File: src/hdl/ibdc_pkg.sv
// ----------------------------------------------------------------------------
// ibdc_pkg
// Shared types and constants for the IMU bias and deadband calibrator.
// ----------------------------------------------------------------------------
package ibdc_pkg;

  localparam int SAMPLE_BITS_DEF = 16;
  localparam int COUNT_BITS_DEF  = 16;
  localparam int NUM_AXES        = 3;
  localparam int AXIS_W          = 2;
  localparam int CFG_COUNT_W     = 16;
  localparam int CFG_INDEX_W     = 2;
  localparam int CFG_DATA_W      = 16;
  localparam int FIFO_DEPTH      = 4;

  localparam logic [CFG_COUNT_W-1:0] COUNT_RESET = 16'd1000;

  localparam logic [CFG_INDEX_W-1:0] REG_COUNT    = 2'd0;
  localparam logic [CFG_INDEX_W-1:0] REG_INVERT_X = 2'd1;
  localparam logic [CFG_INDEX_W-1:0] REG_INVERT_Y = 2'd2;
  localparam logic [CFG_INDEX_W-1:0] REG_INVERT_Z = 2'd3;

  localparam logic [AXIS_W-1:0] LAST_AXIS = 2'd2;

  typedef enum logic [2:0] {
    OP_CLEAR,
    OP_ACCUM,
    OP_ACCUM_LAST,
    OP_BAND,
    OP_HOLD,
    OP_CORRECT
  } op_t;

  typedef struct packed {
    op_t                    op;
    logic [CFG_COUNT_W-1:0] count;
  } ctrl_t;

  typedef enum logic [1:0] {
    BK_IDLE,
    BK_LAUNCH,
    BK_WAIT
  } back_state_t;

endpackage

File: src/hdl/ibdc_front.sv
// ----------------------------------------------------------------------------
// ibdc_front
// Holds the configuration registers and the calibration sequence counter,
// applies axis inversion and tags each sample with the operation it needs.
// ----------------------------------------------------------------------------
module ibdc_front import ibdc_pkg::*; #(
  parameter int SAMPLE_BITS = SAMPLE_BITS_DEF,
  parameter int COUNT_BITS  = COUNT_BITS_DEF
) (
  input  logic                              clk,
  input  logic                              rst,
  input  logic                              cfg_we,
  input  logic [CFG_INDEX_W-1:0]            cfg_index,
  input  logic [CFG_DATA_W-1:0]             cfg_data,
  input  logic                              in_valid,
  output logic                              in_ready,
  input  logic [NUM_AXES*SAMPLE_BITS-1:0]   in_samples,
  input  logic                              in_restart,
  output logic                              push,
  input  logic                              push_ready,
  output ctrl_t                             push_ctrl,
  output logic [NUM_AXES*SAMPLE_BITS-1:0]   push_samples
);

  localparam int CMP_W = ((COUNT_BITS > CFG_COUNT_W) ? COUNT_BITS : CFG_COUNT_W) + 2;
  localparam logic signed [SAMPLE_BITS-1:0] S_MIN = {1'b1, {(SAMPLE_BITS-1){1'b0}}};
  localparam logic signed [SAMPLE_BITS-1:0] S_MAX = {1'b0, {(SAMPLE_BITS-1){1'b1}}};

  logic [CFG_COUNT_W-1:0] count;
  logic [NUM_AXES-1:0]    invert;
  logic [COUNT_BITS-1:0]  cnt;
  logic                   done;
  logic [COUNT_BITS-1:0]  cnt_eff;
  logic                   done_eff;
  logic [COUNT_BITS-1:0]  cnt_next;
  logic                   done_next;
  logic [CMP_W-1:0]       cnt_x;
  logic [CMP_W-1:0]       n_x;
  logic [CMP_W-1:0]       twice;
  logic [CMP_W-1:0]       twice_next;
  op_t                    op;

  always_ff @(posedge clk) begin
    if (rst) begin
      count  <= COUNT_RESET;
      invert <= '0;
    end else if (cfg_we) begin
      unique case (cfg_index)
        REG_COUNT:    count     <= cfg_data[CFG_COUNT_W-1:0];
        REG_INVERT_X: invert[0] <= cfg_data[0];
        REG_INVERT_Y: invert[1] <= cfg_data[0];
        REG_INVERT_Z: invert[2] <= cfg_data[0];
      endcase
    end
  end

  for (genvar a = 0; a < NUM_AXES; a++) begin : g_axis
    logic signed [SAMPLE_BITS-1:0] raw;
    assign raw = in_samples[a*SAMPLE_BITS +: SAMPLE_BITS];
    always_comb begin
      if (!invert[a]) begin
        push_samples[a*SAMPLE_BITS +: SAMPLE_BITS] = raw;
      end else if (raw == S_MIN) begin
        push_samples[a*SAMPLE_BITS +: SAMPLE_BITS] = S_MAX;
      end else begin
        push_samples[a*SAMPLE_BITS +: SAMPLE_BITS] = -raw;
      end
    end
  end

  always_comb begin
    cnt_eff    = in_restart ? '0 : cnt;
    done_eff   = in_restart ? 1'b0 : done;
    cnt_x      = CMP_W'(cnt_eff);
    n_x        = CMP_W'(count);
    twice      = cnt_x << 1;
    twice_next = (cnt_x + CMP_W'(1)) << 1;
    priority if (done_eff) begin
      op = OP_CORRECT;
    end else if (cnt_eff == '0) begin
      op = OP_CLEAR;
    end else if (twice <= n_x) begin
      op = (twice_next > n_x) ? OP_ACCUM_LAST : OP_ACCUM;
    end else if (cnt_x <= n_x) begin
      op = OP_BAND;
    end else begin
      op = OP_HOLD;
    end
    if (done_eff) begin
      cnt_next  = cnt_eff;
      done_next = 1'b1;
    end else if (cnt_x >= n_x) begin
      cnt_next  = '0;
      done_next = 1'b1;
    end else begin
      cnt_next  = cnt_eff + COUNT_BITS'(1);
      done_next = 1'b0;
    end
  end

  assign in_ready        = push_ready;
  assign push            = in_valid && push_ready;
  assign push_ctrl.op    = op;
  assign push_ctrl.count = count;

  always_ff @(posedge clk) begin
    if (rst) begin
      cnt  <= '0;
      done <= 1'b0;
    end else if (push) begin
      cnt  <= cnt_next;
      done <= done_next;
    end
  end

endmodule

File: src/hdl/ibdc_fifo.sv
// ----------------------------------------------------------------------------
// ibdc_fifo
// Small queue between the classifying front end and the processing back end.
// ----------------------------------------------------------------------------
module ibdc_fifo import ibdc_pkg::*; #(
  parameter int WIDTH = 8,
  parameter int DEPTH = FIFO_DEPTH
) (
  input  logic             clk,
  input  logic             rst,
  input  logic             wr_valid,
  output logic             wr_ready,
  input  logic [WIDTH-1:0] wr_data,
  output logic             rd_valid,
  input  logic             rd_ready,
  output logic [WIDTH-1:0] rd_data
);

  localparam int PTR_W = $clog2(DEPTH);
  localparam int CNT_W = $clog2(DEPTH + 1);

  logic [WIDTH-1:0] mem [DEPTH];
  logic [PTR_W-1:0] wr_ptr;
  logic [PTR_W-1:0] rd_ptr;
  logic [CNT_W-1:0] level;
  logic             do_wr;
  logic             do_rd;

  assign wr_ready = (level != CNT_W'(DEPTH));
  assign rd_valid = (level != '0);
  assign do_wr    = wr_valid && wr_ready;
  assign do_rd    = rd_valid && rd_ready;
  assign rd_data  = mem[rd_ptr];

  always_ff @(posedge clk) begin
    if (do_wr) begin
      mem[wr_ptr] <= wr_data;
    end
  end

  always_ff @(posedge clk) begin
    if (rst) begin
      wr_ptr <= '0;
      rd_ptr <= '0;
      level  <= '0;
    end else begin
      if (do_wr) begin
        wr_ptr <= wr_ptr + PTR_W'(1);
      end
      if (do_rd) begin
        rd_ptr <= rd_ptr + PTR_W'(1);
      end
      if (do_wr && !do_rd) begin
        level <= level + CNT_W'(1);
      end else if (do_rd && !do_wr) begin
        level <= level - CNT_W'(1);
      end
    end
  end

endmodule

File: src/hdl/ibdc_div.sv
// ----------------------------------------------------------------------------
// ibdc_div
// Restoring divider, one quotient bit per cycle, for the rounded offset.
// ----------------------------------------------------------------------------
module ibdc_div import ibdc_pkg::*; #(
  parameter int NUM_W = 34,
  parameter int DEN_W = 17,
  parameter int Q_W   = 17
) (
  input  logic             clk,
  input  logic             rst,
  input  logic             start,
  input  logic [NUM_W-1:0] num,
  input  logic [DEN_W-1:0] den,
  output logic             done,
  output logic [Q_W-1:0]   quotient
);

  localparam int STEP_W = $clog2(Q_W + 1);

  logic [DEN_W-1:0]  rem;
  logic [Q_W-1:0]    low;
  logic [DEN_W-1:0]  divisor;
  logic [STEP_W-1:0] steps;
  logic              busy;
  logic [DEN_W:0]    trial;
  logic [DEN_W:0]    diff;
  logic              ge;

  // The quotient is known to fit in Q_W bits, so the upper numerator part
  // is already below the divisor and only Q_W steps are needed.
  always_comb begin
    trial = {rem, low[Q_W-1]};
    diff  = trial - {1'b0, divisor};
    ge    = (trial >= {1'b0, divisor});
  end

  assign quotient = low;

  always_ff @(posedge clk) begin
    if (start) begin
      rem     <= num[Q_W +: DEN_W];
      low     <= num[Q_W-1:0];
      divisor <= den;
    end else if (busy) begin
      rem <= ge ? diff[DEN_W-1:0] : trial[DEN_W-1:0];
      low <= {low[Q_W-2:0], ge};
    end
  end

  always_ff @(posedge clk) begin
    if (rst) begin
      busy  <= 1'b0;
      steps <= '0;
      done  <= 1'b0;
    end else begin
      done <= 1'b0;
      if (start) begin
        busy  <= 1'b1;
        steps <= STEP_W'(Q_W);
      end else if (busy) begin
        steps <= steps - STEP_W'(1);
        if (steps == STEP_W'(1)) begin
          busy <= 1'b0;
          done <= 1'b1;
        end
      end
    end
  end

endmodule

File: src/hdl/ibdc_back.sv
// ----------------------------------------------------------------------------
// ibdc_back
// Executes queued operations: offset sums, offset division, deadband limits
// and the corrected output, held in an output register.
// ----------------------------------------------------------------------------
module ibdc_back import ibdc_pkg::*; #(
  parameter int SAMPLE_BITS = SAMPLE_BITS_DEF
) (
  input  logic                                clk,
  input  logic                                rst,
  input  logic                                q_valid,
  output logic                                q_ready,
  input  ctrl_t                               q_ctrl,
  input  logic [NUM_AXES*SAMPLE_BITS-1:0]     q_samples,
  output logic                                out_valid,
  input  logic                                out_ready,
  output logic [NUM_AXES*(SAMPLE_BITS+1)-1:0] out_samples,
  output logic                                out_cal
);

  localparam int SUM_W = SAMPLE_BITS + CFG_COUNT_W;
  localparam int NUM_W = SUM_W + 2;
  localparam int DEN_W = CFG_COUNT_W + 1;
  localparam int Q_W   = SAMPLE_BITS + 1;
  localparam int OUT_W = SAMPLE_BITS + 1;

  back_state_t state;
  back_state_t state_next;

  logic                          pop;
  logic                          push_now;
  logic                          div_start;
  logic                          div_done;
  logic [Q_W-1:0]                div_q;
  logic [NUM_W-1:0]              div_num;
  logic [DEN_W-1:0]              div_den;
  logic [AXIS_W-1:0]             axis;
  logic [CFG_COUNT_W-1:0]        div_count;
  logic signed [SUM_W-1:0]       sel_sum;
  logic [SUM_W-1:0]              sel_mag;
  logic [Q_W-1:0]                signed_q;

  logic signed [SUM_W-1:0]       sum    [NUM_AXES];
  logic signed [SAMPLE_BITS-1:0] offset [NUM_AXES];
  logic signed [OUT_W-1:0]       bmin   [NUM_AXES];
  logic signed [OUT_W-1:0]       bmax   [NUM_AXES];
  logic signed [SAMPLE_BITS-1:0] s      [NUM_AXES];
  logic signed [OUT_W-1:0]       d      [NUM_AXES];
  logic signed [OUT_W-1:0]       res    [NUM_AXES];

  assign pop     = (state == BK_IDLE) && q_valid && (!out_valid || out_ready);
  assign q_ready = pop;

  for (genvar a = 0; a < NUM_AXES; a++) begin : g_axis
    assign s[a] = q_samples[a*SAMPLE_BITS +: SAMPLE_BITS];
    assign d[a] = OUT_W'(s[a]) - OUT_W'(offset[a]);
    assign res[a] = (d[a] >= bmin[a] && d[a] <= bmax[a]) ? '0 : d[a];

    always_ff @(posedge clk) begin
      if (pop) begin
        unique case (q_ctrl.op)
          OP_CLEAR: begin
            sum[a]    <= '0;
            offset[a] <= '0;
            bmin[a]   <= '0;
            bmax[a]   <= '0;
          end
          OP_ACCUM, OP_ACCUM_LAST: begin
            sum[a] <= sum[a] + SUM_W'(s[a]);
          end
          OP_BAND: begin
            if (d[a] > bmax[a]) begin
              bmax[a] <= d[a];
            end
            if (d[a] < bmin[a]) begin
              bmin[a] <= d[a];
            end
          end
          default: begin
          end
        endcase
      end else if (state == BK_WAIT && div_done && axis == AXIS_W'(a)) begin
        offset[a] <= signed_q[SAMPLE_BITS-1:0];
      end
    end
  end

  always_comb begin
    sel_sum  = sum[axis];
    sel_mag  = sel_sum[SUM_W-1] ? SUM_W'(-sel_sum) : SUM_W'(sel_sum);
    div_num  = {sel_mag, 2'b00} + NUM_W'(div_count);
    div_den  = {div_count, 1'b0};
    signed_q = sel_sum[SUM_W-1] ? -div_q : div_q;
  end

  always_ff @(posedge clk) begin
    if (rst) begin
      state <= BK_IDLE;
    end else begin
      state <= state_next;
    end
  end

  always_comb begin
    state_next = state;
    div_start  = 1'b0;
    push_now   = 1'b0;
    unique case (state)
      BK_IDLE: begin
        if (pop) begin
          if (q_ctrl.op == OP_ACCUM_LAST) begin
            state_next = BK_LAUNCH;
          end else begin
            push_now = 1'b1;
          end
        end
      end
      BK_LAUNCH: begin
        div_start  = 1'b1;
        state_next = BK_WAIT;
      end
      BK_WAIT: begin
        if (div_done) begin
          if (axis == LAST_AXIS) begin
            state_next = BK_IDLE;
            push_now   = 1'b1;
          end else begin
            state_next = BK_LAUNCH;
          end
        end
      end
      default: begin
        state_next = BK_IDLE;
      end
    endcase
  end

  always_ff @(posedge clk) begin
    if (pop) begin
      axis      <= '0;
      div_count <= q_ctrl.count;
    end else if (state == BK_WAIT && div_done) begin
      axis <= axis + AXIS_W'(1);
    end
  end

  always_ff @(posedge clk) begin
    if (rst) begin
      out_valid <= 1'b0;
    end else if (push_now) begin
      out_valid <= 1'b1;
    end else if (out_ready) begin
      out_valid <= 1'b0;
    end
  end

  always_ff @(posedge clk) begin
    if (push_now) begin
      out_cal <= (state == BK_IDLE) && (q_ctrl.op == OP_CORRECT);
      for (int a = 0; a < NUM_AXES; a++) begin
        if (state == BK_IDLE && q_ctrl.op == OP_CORRECT) begin
          out_samples[a*OUT_W +: OUT_W] <= res[a];
        end else begin
          out_samples[a*OUT_W +: OUT_W] <= '0;
        end
      end
    end
  end

  ibdc_div #(
    .NUM_W (NUM_W),
    .DEN_W (DEN_W),
    .Q_W   (Q_W)
  ) u_div (
    .clk      (clk),
    .rst      (rst),
    .start    (div_start),
    .num      (div_num),
    .den      (div_den),
    .done     (div_done),
    .quotient (div_q)
  );

endmodule

File: src/hdl/imu_bias_deadband_calibrator_top.sv
// ----------------------------------------------------------------------------
// imu_bias_deadband_calibrator_top
// Three-axis IMU offset and deadband calibration on a sample stream.
// ----------------------------------------------------------------------------
// Raw samples enter on the s_axis channel, one three-axis sample per beat,
// with tuser set to restart calibration on that beat. Each beat produces
// exactly one beat on m_axis: zeros with tuser low while calibrating, then
// the offset-corrected sample with tuser high, zeroed inside the learned
// deadband. The cfg port writes the sample count and the axis inversions
// and is meant to be used while the stream is idle.
// A beat passes through the queue and then the output register on its way
// to m_axis, and one beat is taken per cycle while the queue is not full.
// The beat that completes the offset sum waits for a shared restoring
// divider, which performs three divisions in turn, one for each axis.
// A four-entry queue lets input keep flowing during that time until full.
// Reset restores the default configuration and starts a new calibration.
// When the receiver stalls, the output beat is held and the queue fills,
// after which s_axis_tready drops.
// ----------------------------------------------------------------------------
module imu_bias_deadband_calibrator_top import ibdc_pkg::*; #(
  parameter  int SAMPLE_BITS = SAMPLE_BITS_DEF,
  parameter  int COUNT_BITS  = COUNT_BITS_DEF,
  localparam int IN_W        = ((NUM_AXES * SAMPLE_BITS + 7) / 8) * 8,
  localparam int OUT_W       = ((NUM_AXES * (SAMPLE_BITS + 1) + 7) / 8) * 8
) (
  input  logic                   clk,
  input  logic                   rst,
  input  logic                   cfg_we,
  input  logic [CFG_INDEX_W-1:0] cfg_index,
  input  logic [CFG_DATA_W-1:0]  cfg_data,
  input  logic                   s_axis_tvalid,
  output logic                   s_axis_tready,
  input  logic [IN_W-1:0]        s_axis_tdata,  // sample_x, sample_y, sample_z
  input  logic                   s_axis_tuser,  // restart_calibration
  output logic                   m_axis_tvalid,
  input  logic                   m_axis_tready,
  output logic [OUT_W-1:0]       m_axis_tdata,  // out_x, out_y, out_z
  output logic                   m_axis_tuser   // calibrated
);

  localparam int SMP_W   = NUM_AXES * SAMPLE_BITS;
  localparam int RES_W   = NUM_AXES * (SAMPLE_BITS + 1);
  localparam int ENTRY_W = $bits(ctrl_t) + SMP_W;

  logic               push;
  logic               push_ready;
  ctrl_t              push_ctrl;
  logic [SMP_W-1:0]   push_samples;
  logic               q_valid;
  logic               q_ready;
  logic [ENTRY_W-1:0] q_data;
  ctrl_t              q_ctrl;
  logic [SMP_W-1:0]   q_samples;
  logic [RES_W-1:0]   out_samples;

  ibdc_front #(
    .SAMPLE_BITS (SAMPLE_BITS),
    .COUNT_BITS  (COUNT_BITS)
  ) u_front (
    .clk          (clk),
    .rst          (rst),
    .cfg_we       (cfg_we),
    .cfg_index    (cfg_index),
    .cfg_data     (cfg_data),
    .in_valid     (s_axis_tvalid),
    .in_ready     (s_axis_tready),
    .in_samples   (s_axis_tdata[SMP_W-1:0]),
    .in_restart   (s_axis_tuser),
    .push         (push),
    .push_ready   (push_ready),
    .push_ctrl    (push_ctrl),
    .push_samples (push_samples)
  );

  ibdc_fifo #(
    .WIDTH (ENTRY_W),
    .DEPTH (FIFO_DEPTH)
  ) u_fifo (
    .clk      (clk),
    .rst      (rst),
    .wr_valid (push),
    .wr_ready (push_ready),
    .wr_data  ({push_ctrl, push_samples}),
    .rd_valid (q_valid),
    .rd_ready (q_ready),
    .rd_data  (q_data)
  );

  assign q_ctrl    = ctrl_t'(q_data[ENTRY_W-1:SMP_W]);
  assign q_samples = q_data[SMP_W-1:0];

  ibdc_back #(
    .SAMPLE_BITS (SAMPLE_BITS)
  ) u_back (
    .clk         (clk),
    .rst         (rst),
    .q_valid     (q_valid),
    .q_ready     (q_ready),
    .q_ctrl      (q_ctrl),
    .q_samples   (q_samples),
    .out_valid   (m_axis_tvalid),
    .out_ready   (m_axis_tready),
    .out_samples (out_samples),
    .out_cal     (m_axis_tuser)
  );

  assign m_axis_tdata = OUT_W'(out_samples);

  a_zero_while_calibrating: assert property (@(posedge clk) disable iff (rst)
    m_axis_tvalid && !m_axis_tuser |-> m_axis_tdata == '0)
    else $error("Nonzero output beat while calibrating.");

  a_no_output_after_reset: assert property (@(posedge clk)
    rst |=> !m_axis_tvalid)
    else $error("Output beat valid right after reset.");

  a_pop_only_when_queued: assert property (@(posedge clk) disable iff (rst)
    q_ready |-> q_valid)
    else $error("Back end took an entry from an empty queue.");

endmodule
File: config.mk
export PLATFORM = sky130hd
export DESIGN_NAME = imu_bias_deadband_calibrator_top
export DESIGN_NICKNAME = d
export VERILOG_FILES = /design/src/hdl/ibdc_pkg.sv /design/src/hdl/ibdc_front.sv /design/src/hdl/ibdc_fifo.sv /design/src/hdl/ibdc_div.sv /design/src/hdl/ibdc_back.sv /design/src/hdl/imu_bias_deadband_calibrator_top.sv
export SDC_FILE = /design/constraint.sdc
export NUM_CORES = 1
export LEC_CHECK = 0
export BUFFER_PORTS_ARGS = -buffer_cell sky130_fd_sc_hd__buf_2
export CELL_PAD_IN_SITES_DETAIL_PLACEMENT = 0
export CELL_PAD_IN_SITES_GLOBAL_PLACEMENT = 1
export CORE_MARGIN = 1
export CORE_UTILIZATION = 55
export DETAILED_ROUTE_END_ITERATION = 10
export GPL_ROUTABILITY_DRIVEN = 0
export HOLD_SLACK_MARGIN = 0.08
export PLACE_DENSITY_LB_ADDON = 0.1
export SETUP_SLACK_MARGIN = 0.05
export SYNTH_ARGS = -nofsm -noshare
export SYNTH_HDL_FRONTEND = slang
export SYNTH_SLANG_ARGS = --single-unit
export TNS_END_PERCENT = 10
File: constraint.sdc
create_clock -name clk -period 16.6 [get_ports clk]
set_input_delay 1.66 -clock clk [delete_from_list [all_inputs] [get_ports clk]]
set_output_delay 1.66 -clock clk [all_outputs]
set_load 0.005 [all_outputs]
Word-level counts from Yosys, hierarchy flattened
Memories as Yosys holds them, arrays and structs flattened. A register that Yosys moved wholly into a read port is not among the register bits.
Cells that the tools add are included.
- bits in registers: 173
- bits in writable memories: 514
- output and inout bits: 59
- logic and storage cells: 241
- memories kept: 5
- memory list (memory ; words ; width ; rd ports ; clocked after memory_dff ; write ports ; line ; text):
    u_fifo.mem ; 4 ; 67 ; 1 ; 1 ; 1 ; ibdc_fifo.sv:22 ; logic [WIDTH-1:0] mem [DEPTH];
    u_back.sum ; 3 ; 32 ; 4 ; 1 ; 3 ; ibdc_back.sv:43 ; logic signed [SUM_W-1:0] sum [NUM_AXES];
    u_back.bmax ; 3 ; 17 ; 3 ; 0 ; 3 ; ibdc_back.sv:46 ; logic signed [OUT_W-1:0] bmax [NUM_AXES];
    u_back.bmin ; 3 ; 17 ; 3 ; 0 ; 3 ; ibdc_back.sv:45 ; logic signed [OUT_W-1:0] bmin [NUM_AXES];
    u_back.offset ; 3 ; 16 ; 3 ; 0 ; 3 ; ibdc_back.sv:44 ; logic signed [SAMPLE_BITS-1:0] offset [NUM_AXES];
- add/subtract/negate cells: 21
- $lt $le $gt $ge: 17
- equal/unequal tests: 19
- muxes and demuxes: 102
- bitwise operators: 14
- reductions and logical operators: 39
- operator list (cell ; count):
    2-to-1 mux 16 bit ; 13
    2-to-1 mux 17 bit ; 11
    2-to-1 mux 32 bit ; 4
    adder 32 x 16 -> 32 bit ; 3
    negator 16 bit ; 4
    2-to-1 mux 1 bit ; 56
    >= comparator 17 bit ; 3
    > comparator 17 bit ; 3
    <= comparator 17 bit ; 3
    < comparator 17 bit ; 3
    subtractor 16 x 16 -> 17 bit ; 3
    == test 16 bit (second input constant) ; 3
    adder 34 x 16 -> 34 bit ; 1
    negator 32 bit ; 1
    >= comparator 18 x 17 -> 1 bit ; 1
    > comparator 18 x 16 -> 1 bit ; 1
    2-to-1 mux 3 bit ; 6
    adder 16 x 1 -> 17 bit (second input constant) ; 1
    <= comparator 17 x 16 -> 1 bit ; 1
    subtractor 17 bit ; 1
    adder 16 x 1 -> 16 bit (second input constant) ; 1
    >= comparator 16 bit ; 1
    <= comparator 16 bit ; 1
    logical NOT 16 bit ; 1
    29 further kinds ; 86

Depth between registers and ports, before layout
Gate-level depths: netlist of the first run.
An unclocked memory read counts as a cell.
- depth in word-level cells: 8
- mapped depth: 29
- depth with buffers taken out: 24

Cells and area by module
From an unflattened synthesis of the first run, not the netlist that was laid out.
- cell total of the unflattened synthesis: 3689
- area total of the unflattened synthesis: 41227.0 um^2
- by module, submodules not included (module ; times used ; cells each ; area each (um^2)):
    ibdc_back ; 1 ; 2385 ; 23475.0
    ibdc_fifo ; 1 ; 398 ; 10167.3
    ibdc_front ; 1 ; 584 ; 4124.0
    ibdc_div ; 1 ; 316 ; 3419.5
    imu_bias_deadband_calibrator_top ; 1 ; 6 ; 41.3

Least setup slack after synthesis of the first run
No wires, ideal clock.
- path type: flip-flop to flip-flop
- start point: register (tool-made name)
- end point: memory u_back.bmax[1][0] (netlist name) (enable)
- library setup time: 371 ps
- data arrival time: 6542 ps
- slack: 9687 ps
- stages on the path, launching flop included: 28
- cells stage by stage: dfxtp_1 > clkbuf_1 > clkbuf_1 > buf_1 > mux4_2 > inv_1 > ha_1 > inv_1 > fa_1 > a21o_1 > a21oi_1 > o21bai_1 > a21o_1 > a21oi_1 > o211ai_1 > a31o_2 > a21oi_1 > xor2_1 > inv_1 > ha_1 > a21o_1 > a2111oi_0 > o21ai_0 > o21ai_0 > or2_2 > clkbuf_1 > buf_1 > nand2_1
- RTL lines (what ; line):
    end, declared ; ibdc_back.sv:46

==> flow_summary.toml, run 1 <==
[logic_synthesis]
synth_top_flop_cell = "edfxtp_1"
synth_commonest_cells = "edfxtp_1 (632), nor2_1 (435), ha_1 (337), inv_1 (321), nand2_1 (220)"
synth_area_sq_mm = 0.0406
yosysTopAreaCell = "edfxtp_1"
yosysSeqAreaShare_pct = 49.7
synth_top_area_share_pct = 46.8
synth_area_leaders = "edfxtp_1 (47%), ha_1 (10%), nor2_1 (4.0%)"
async_flop_share_pct = 0
avgSynthCellArea_sq_um = 11.1
ys_warn_count = 0
yosysMostFrequentCell = "edfxtp_1"
synth-seq-cells = 691
synth_edf_count = 632
netlist_instances = 3643
ys_types = 96

[final_layout]
antenna_cells = 0
area_growth_pct = 10.1
num-nets-final = 4187
fin_util_pct = 61.2
drive_gt1_share_pct = 11.0

[route]
dr.pass1.iters = 8
wl_um = 96900
drt_iter0_drc = 2176
post_drt_wl_per_cell_um = 20.2
drc = 0
ant_nets = 0
avgViaCountPerCell = 5.88
detailroute.via_count = 28154

[floorplanning]
rows = 99
die_x_um = 274
top_level_ports = 131
coreArea_sq_mm = 0.0730
die_y_um = 274
initial_core_util_pct = 55.6
die-area_sq_mm = 0.0748

[worst_setup_path]
endpoint_kind = "flip-flop"
r2r_setup_slack_ns = 8.92
cpPeakStageDelay_ns = 0.74
critPathRequiredTime_ns = 16.86
arrival_ns = 7.94
crit_type = "reg -> reg"
worstPathMaxFanout = 37
slowest_stage = "dfxtp_4"
critical_path.cell_chain = "buf_4 > mux4_2 > inv_1 > ha_1 > inv_1 > fa_1 > a21o_1 > a21oi_1 > o21bai_1 > a21o_1 > a21oi_1 > o211ai_1 > a31oi_1 > nor2_1 > o31ai_1 > inv_1 > ha_1 > a21o_1 > a211o_1 > a2111oi_0 > a221oi_1 > or2_2 > nand2_1"
critPathLaunchType = "flip-flop"

[timing]
slew_headroom_pct = 28.4
slew_violations = 0
worst_slack_ns = 8.92
fin_worst_skew_ns = 0.0397
grt_setup_unrepaired = "no"
setup_tns_ns = 0
period_needed_ns = 7.68
finalSetupViolCount = 0
fin_crit_sh_pct = 46.2
tightestPinTransition_ns = 1.07
timing.fmax_mhz = 130
hold_viol_final = 0

[place]
hpwl_um = 71200
numPortBuffers = 125
pre_cts_ws_ns = 8.94

[status]
status = "complete, no violations"

[power]
ir_drop_mv = 0.122
internal-power_w = 0.00556
sw_frac_of_total_pct = 43.6
p_per_area_mw_per_mm2 = 221
switching_power_w = 0.00431
pwr-share-seq_pct = 28.0
p_clk_share_pct = 16.9
p_leak_nw = 18.1
p_comb_share_pct = 55.1

[global_routing]
grt-ovfl-total = 0
grt_pass1_wl_um = 151000
grt_use_total_pct = 25.9
grt_antenna_before_repair = 1
grt_pass1_vias = 27540
grt_max_degree = 68

[min_path]
hold_class = "reg -> reg"

[clocking]
clk_pin_slew_ns = 0.06
cts_setup_buffers = 0
numCtsBuffers = 75
postCtsHoldBufs = 0
cts.htree.levels = 3
cts_resized = 0
clk-insertion-delay-late_ns = 0.64
clock_sinks = 691
cts_tree = "built"
cts_root_buffer = "clkbuf_16"
clock_path_buffers = 3

[run]
drv_cap = 0
through the flow:
step	hold WS (ns)	instance area (sq um)	total power (W)	std cells
after floorplan	0.426	40600	0.00666	3647
after global placement	0.439	42200	0.00801	4651
after detailed placement	0.453	42200	0.00816	4651
after CTS	0.468	44700	0.00987	4791
after global routing	0.473	44700	0.0106	4791
final	0.473	44700	0.00987	4791
worst paths after layout:
path,startpoint,endpoint,cells after the start
worst min-delay path,u_back.div_count[0],u_back.u_div.divisor[1],0
worst max register to register,flip-flop,u_back.bmin[0][9],23
worst max-delay path,flip-flop,u_back.bmin[0][9],23
worst min register to register,u_back.div_count[0],u_back.u_div.divisor[1],0
worst max-delay path: cells and delay by family, from the launching register on:
kind                       cells  cell delay (ns)
muxes                          1             0.61
AOI/OAI and AO/OA             12             2.96
buffers and inverters          4             1.00
DFF                            1             0.74
adders and majority gates      3             0.90
and+or+nand+nor                3             1.05
cells in the final DEF, fill, tap and decap left out, drive strengths merged, types with 9 or more instances in the layout:
| master | n |
|---|---|
| nor2b | 55 |
| a211oi | 33 |
| nor3 | 50 |
| o21ai | 156 |
| a211o | 11 |
| clkbuf | 95 |
| a21o | 108 |
| nand2 | 220 |
| o21bai | 23 |
| inv | 323 |
| nor3b | 11 |
| and3 | 24 |
| or4 | 14 |
| buf | 153 |
| or3 | 25 |
| o21a | 33 |
| a21oi | 191 |
| clkinv | 36 |
| mux4 | 67 |
| a31oi | 29 |
| xor2 | 123 |
| nand3 | 72 |
| a41oi | 12 |
| xnor2 | 116 |
| a22o | 10 |
| o31ai | 29 |
| edfxtp | 632 |
| fa | 9 |
| and2 | 21 |
| o211ai | 23 |
| nand2b | 41 |
| nor2 | 436 |
| dfxtp | 59 |
| nor4 | 18 |
| ha | 337 |
| or2 | 13 |
| nand4 | 46 |
| mux2i | 42 |
| mux2 | 23 |
per-layer routing:
metal | routed length (um) | vias up | GRT usage [%]
met3 | 4950 | 154 | 3.11
met1 | 45000 | 13684 | 37.3
met5 | 0 | - | 0
met4 | 2240 | 0 | 6.81
li1 | - | 13548 | -
met2 | 44800 | 768 | 41.4
power groups by stage:
stage | logic (W) | clock network, W | registers (W)
after detailed placement | 0.00536 | 0 | 0.00280
after CTS | 0.00541 | 0.00169 | 0.00277
after floorplan | 0.00394 | 0 | 0.00271
after global placement | 0.00523 | 0 | 0.00278
after global routing | 0.00603 | 0.00175 | 0.00281
final | 0.00544 | 0.00167 | 0.00276
layout make-up:
class,instances,area [sq um]
fillers,5883,28300
flip-flops and latches,691,20200
clock buffers,95,1960
well taps,959,1200
repair buffers,153,836
multi-input cells,2526,18800
clock inverters,45,504
inverters,322,1210
cells by family (layout without fill, tap and decap cells):
family | count (synthesis) | count (layout) | synth area share (%)
AND/OR/NAND/NOR | 1077 | 1077 | 12.8
AO/OA/AOI/OAI | 727 | 727 | 11.6
multiplexers | 132 | 132 | 5.65
other | 1 | 5 | 0.00924
buffers and inverters | 430 | 615 | 4.13
flip-flops | 691 | 691 | 49.7
adder cells (fa/ha/maj) | 346 | 346 | 10.8
XOR/XNOR | 239 | 239 | 5.30
flip-flops by register name (all words and copies together), names as in the netlist, 2 cells and up, named ones only:
register and count:
u_back.axis 2, u_back.bmax 51, u_back.bmin 51, u_back.div_count 16, u_back.offset 48, u_back.out_samples 51, u_back.state 2, u_back.sum 96
u_back.u_div.divisor 16, u_back.u_div.quotient 17, u_back.u_div.rem 17, u_back.u_div.steps 5, u_fifo.level 3, u_fifo.mem 268, u_fifo.rd_ptr 2, u_fifo.wr_ptr 2
u_front.cnt 16, u_front.count 16, u_front.invert 3
(Power assumes the default switching activity.)
==> run 2, diff against run 1 <==
CORE_UTILIZATION = 46   (was 55)
clock period = 6.28 ns   (was 16.6 ns; I/O delays follow)
==> flow_summary.toml, run 2 (synthesis results as in run 1) <==
[route]
drt_iter0_drc = 2049
avgViaCountPerCell = 5.59
detailroute.via_count = 28058
dr.pass1.iters = 5
ant_nets = 0
post_drt_wl_per_cell_um = 20.1
drc = 0
wl_um = 101000

[power]
internal-power_w = 0.0153
ir_drop_mv = 0.335
pwr-share-seq_pct = 27.0
p_per_area_mw_per_mm2 = 592
switching_power_w = 0.0116
p_leak_nw = 18.3
p_comb_share_pct = 55.2
sw_frac_of_total_pct = 43.1
p_clk_share_pct = 17.8

[final_layout]
drive_gt1_share_pct = 12.3
stdcell_area_sq_mm = 0.0455
num-nets-final = 4222
largest_register = "u_fifo.mem"
top_regs = "u_fifo.mem (268), u_back.sum (96)"
mostFrequentLayoutCells = "edfxtp_1 (632), nor2_1 (435), ha_1 (337)"
antenna_cells = 0
area_growth_pct = 12.0
largest_register_ffs = 268
fill_cells = 7651
fin_util_pct = 52.2
mostFrequentLayoutCell = "edfxtp_1"
layout.cells.non_filler = 5017

[clocking]
clock_path_buffers = 3
cts_root_buffer = "clkbuf_16"
numCtsBuffers = 79
clk-insertion-delay-late_ns = 0.64
postCtsHoldBufs = 0
cts_tree = "built"
clk_pin_slew_ns = 0.06
clock_sinks = 691
cts.htree.levels = 3

[min_path]
hold_end = "u_front.count[9]"
min_path_cells = 2
hold_class = "in -> reg"
hold_path.startpoint = "cfg_data[9]"

[global_routing]
grt_pass1_vias = 27959
grt_max_degree = 97
grt_pass1_wl_um = 158000
grt-ovfl-total = 0
grt_use_total_pct = 22.5
grt_antenna_before_repair = 4

[floorplanning]
die_x_um = 299
die_y_um = 299
initial_core_util_pct = 46.6
die-area_sq_mm = 0.0894
coreArea_sq_mm = 0.0870
top_level_ports = 131
rows = 108

[worst_setup_path]
worstRegToRegCells = 22
arrival_ns = 6.23
worst-path-buf-inv = 3
r2r_setup_slack_ns = 0.36
critPathLaunchType = "flip-flop"
critPathRequiredTime_ns = 6.59
worstPathMaxFanout = 17
critical_path.cell_chain = "mux4_2 > inv_1 > ha_1 > inv_1 > fa_1 > a21o_1 > a21oi_1 > o21bai_1 > a21o_1 > a21oi_1 > o211ai_1 > a31oi_1 > nor2_1 > o31ai_1 > inv_1 > ha_1 > a21o_1 > a211o_1 > a2111oi_1 > a221oi_1 > or2_2 > nand2_4"
critical_path.top_delay_family = "compound AO/OA/AOI/OAI gates"
endpoint_kind = "flip-flop"
slowest_stage = "mux4_2"
crit_type = "reg -> reg"
cpPeakStageDelay_ns = 0.56
worstReg2RegEnd = "u_back.bmin[0][2]"

[timing]
tightestPinTransition_ns = 1.04
hold_viol_final = 0
slew_headroom_pct = 31.0
worst_hold_slack_ns = 0.198
fin_crit_sh_pct = 94.3
slew_violations = 0
timing.fmax_mhz = 169
finalSetupViolCount = 0
period_needed_ns = 5.92
setup_tns_ns = 0
grt_setup_unrepaired = "no"
fin_worst_skew_ns = 0.0241

[run]
drv_cap = 0

[place]
placed_area_sq_mm = 0.0427
dp_cells = 4878
hpwl_um = 75000
numPortBuffers = 125

[status]
status = "complete, no violations"
-- run 2: what timing repair did --
action	in CTS	in global routing
setup buffers	0	0
endpoints found under the setup margin	0	102
gates resized for setup	0	9
-- run 2: power groups by stage --
| stage | Clock (W) | Sequential (W) | Combinational (W) |
|---|---|---|---|
| finish | 0.00480 | 0.00725 | 0.0149 |
| global route | 0.00506 | 0.00737 | 0.0165 |
| CTS | 0.00489 | 0.00727 | 0.0148 |
| detailed placement | 0 | 0.00736 | 0.0147 |
| global placement | 0 | 0.00732 | 0.0144 |
| floorplan | 0 | 0.00717 | 0.0104 |
-- run 2: worst max path at each step --
stage / to / slack (ns) / cells after the start
2_1_floorplan: u_back.bmin[2][0] / 0.05 / 28
3_3_place_gp: u_back.bmax[1][12] / 0.27 / 22
3_5_place_dp: u_back.bmax[1][10] / 0.20 / 22
4_1_cts: u_back.bmax[1][10] / 0.15 / 22
5_1_grt: u_back.bmin[2][2] / 0.05 / 23
6_report: u_back.bmin[0][2] / 0.36 / 22
-- run 2: per-layer routing --
layer  vias up  global-route usage [%]  wire (um)
met1     13780                    31.9      48000
met5         -                       0          0
met4         0                    5.19       2120
met2       550                    37.0      46800
li1      13608                       -          -
met3       120                    2.46       3930
-- run 2: worst register-to-register path: cells and delay by family, from the launching register on --
kind,cells,cell delay (ns)
multiplexers,1,0.57
adder cells (fa/ha/maj),3,0.89
AND/OR/NAND/NOR,3,0.62
flip-flops,1,0.49
buffers and inverters,3,0.31
AO/OA/AOI/OAI,12,2.71
-- run 2: area by class of cell --
class                      instances  area, sq um  share of cell area [%]
clock buffer                     103         2230                    4.91
clock inverter                    36          480                    1.06
inverter                         322         1210                    2.66
multi-input combinational       2526        18900                    41.5
sequential                       691        20200                    44.4
tap                             1155         1450                    3.18
timing repair buffer             184         1070                    2.35
-- run 2: through the flow --
| stage | setup WS (ns) | power, W |
|---|---|---|
| 2_1_floorplan | 0.0509 | 0.0176 |
| 3_3_place_gp | 0.275 | 0.0217 |
| 3_5_place_dp | 0.196 | 0.0221 |
| 4_1_cts | 0.151 | 0.0270 |
| 5_1_grt | 0.0463 | 0.0289 |
| 6_report | 0.356 | 0.0269 |
==> run 3, diff against run 2 <==
PLACE_DENSITY = 0.86   (was default)
PLACE_DENSITY_LB_ADDON = default   (was 0.1)
==> flow_summary.toml, run 3 (synthesis results as in run 1) <==
[final_layout]
fill_cells = 7627
mostFrequentLayoutCells = "edfxtp_1 (632), nor2_1 (435), ha_1 (337)"
area_growth_pct = 11.8
top_regs = "u_fifo.mem (268), u_back.sum (96)"
layout.cells.non_filler = 5016
mostFrequentLayoutCell = "edfxtp_1"
drive_gt1_share_pct = 12.0
largest_register_ffs = 268
stdcell_area_sq_mm = 0.0454
largest_register = "u_fifo.mem"
num-nets-final = 4213

[global_routing]
grt_use_total_pct = 20.8
grt_antenna_before_repair = 2
grt_pass1_vias = 27157
grt-ovfl-total = 0
grt_max_degree = 70
grt_pass1_wl_um = 147000

[route]
avgViaCountPerCell = 5.55
wl_um = 93600
drt_iter0_drc = 2077
post_drt_wl_per_cell_um = 18.7
dr.pass1.iters = 6
detailroute.via_count = 27818
drc = 0
ant_nets = 0

[min_path]
hold_class = "in -> reg"
hold_path.startpoint = "cfg_data[9]"
min_path_cells = 2
hold_end = "u_front.count[9]"

[timing]
slew_headroom_pct = 17.4
period_needed_ns = 5.93
grt_setup_unrepaired = "yes"
fin_crit_sh_pct = 94.5
finalSetupViolCount = 0
setup_tns_ns = 0
hold_viol_final = 0
tightestPinTransition_ns = 1.24
fin_worst_skew_ns = 0.0513
slew_violations = 0
timing.fmax_mhz = 169

[worst_setup_path]
r2r_setup_slack_ns = 0.35
worstReg2RegEnd = "u_back.bmin[0][8]"
critPathLaunchType = "flip-flop"
arrival_ns = 6.24
worstRegToRegCells = 23
critPathRequiredTime_ns = 6.58
endpoint_kind = "flip-flop"
worstPathMaxFanout = 18
crit_type = "reg -> reg"

[status]
status = "complete, no violations"

[power]
ir_drop_mv = 0.339
p_per_area_mw_per_mm2 = 579
p_leak_nw = 18.3

[floorplanning]
die_y_um = 299
coreArea_sq_mm = 0.0870
die_x_um = 299
initial_core_util_pct = 46.6
die-area_sq_mm = 0.0894
top_level_ports = 131
rows = 108

[clocking]
cts.htree.levels = 3
clock_path_buffers = 3
clock_sinks = 691
clk_pin_slew_ns = 0.06
cts_resized = 0
cts_tree = "built"
clk-insertion-delay-late_ns = 0.64
cts_root_buffer = "clkbuf_16"
cts_setup_buffers = 0
numCtsBuffers = 77
postCtsHoldBufs = 0

[place]
hpwl_um = 69300
numPortBuffers = 125
dp_cells = 4871
placed_area_sq_mm = 0.0427

[run]
drv_cap = 0
## run 3: cell count changes in the layout (fill, tap and decap cells not counted), moves of 3 or more
cell | previous run | this run
clkinv_1 | 4 | 7
inv_16 | 0 | 3
clkbuf_1 | 12 | 16
clkbuf_8 | 8 | 3
clkinv_2 | 10 | 13
buf_4 | 59 | 48
clkbuf_16 | 83 | 78
## run 3: critical path: stages, from the launching register on
cell,delay [ns]
dfxtp_4,0.43
mux4_2,0.60
inv_1,0.10
ha_1,0.16
inv_1,0.06
fa_1,0.40
a21o_1,0.21
a21oi_1,0.24
o21bai_1,0.10
a21o_1,0.21
a21oi_1,0.25
inv_1,0.06
a21oi_1,0.20
xor2_1,0.22
inv_1,0.09
ha_1,0.30
a21o_1,0.16
a21o_1,0.18
a21o_1,0.17
a21o_1,0.17
a2111oi_0,0.40
a221oi_1,0.16
or2_2,0.47
nand2_4,0.27
## run 3: power by group
part | leakage, nW | switching, W | internal [W]
logic | 10.6 | 0.00862 | 0.00567
registers | 6.36 | 0.000603 | 0.00669
clock network | 1.28 | 0.00193 | 0.00274
## run 3: area by class of cell
type	instances	area, sq um	share of cell area (%)
tap	1155	1450	3.19
multi-input combinational	2526	18800	41.5
inverter	322	1210	2.66
clock buffer	97	2050	4.53
clock inverter	46	592	1.30
sequential	691	20200	44.5
timing repair buffer	177	1060	2.35
antenna	2	5.00	0.0110
## run 3: worst max path at each step
stage	start	endpoint	slack, ns	depth (start not counted)
after floorplan	flip-flop	u_back.bmin[2][0]	0.05	28
after global placement	flip-flop	u_back.bmin[0][15]	0.33	23
after detailed placement	flip-flop	u_back.bmin[0][15]	0.27	23
after CTS	flip-flop	u_back.bmin[0][3]	0.26	23
after global routing	flip-flop	u_back.bmin[0][3]	0.008	22
final	flip-flop	u_back.bmin[0][8]	0.35	23
## run 3: stage by stage
stage	utilization, %	power, W	hold WS [ns]	setup WS [ns]
after detailed placement	49.0	0.0215	0.458	0.272
after global routing	52.1	0.0282	0.176	0.00751
final	52.1	0.0263	0.203	0.346
after CTS	52.1	0.0263	0.164	0.259
after floorplan	-	0.0176	0.426	0.0509
after global placement	49.0	0.0213	0.455	0.330
## run 3: routing by layer
layer  share of wire, %  vias up  global-route usage [%]  wire length [um]
li1                   -    13591                       -                 -
met1                 46    13355                    29.1             43200
met2                 45      730                    33.2             42500
met3                5.4      142                    2.89              5100
met4                3.0        0                    7.24              2820
met5                  0        -                       0                 0
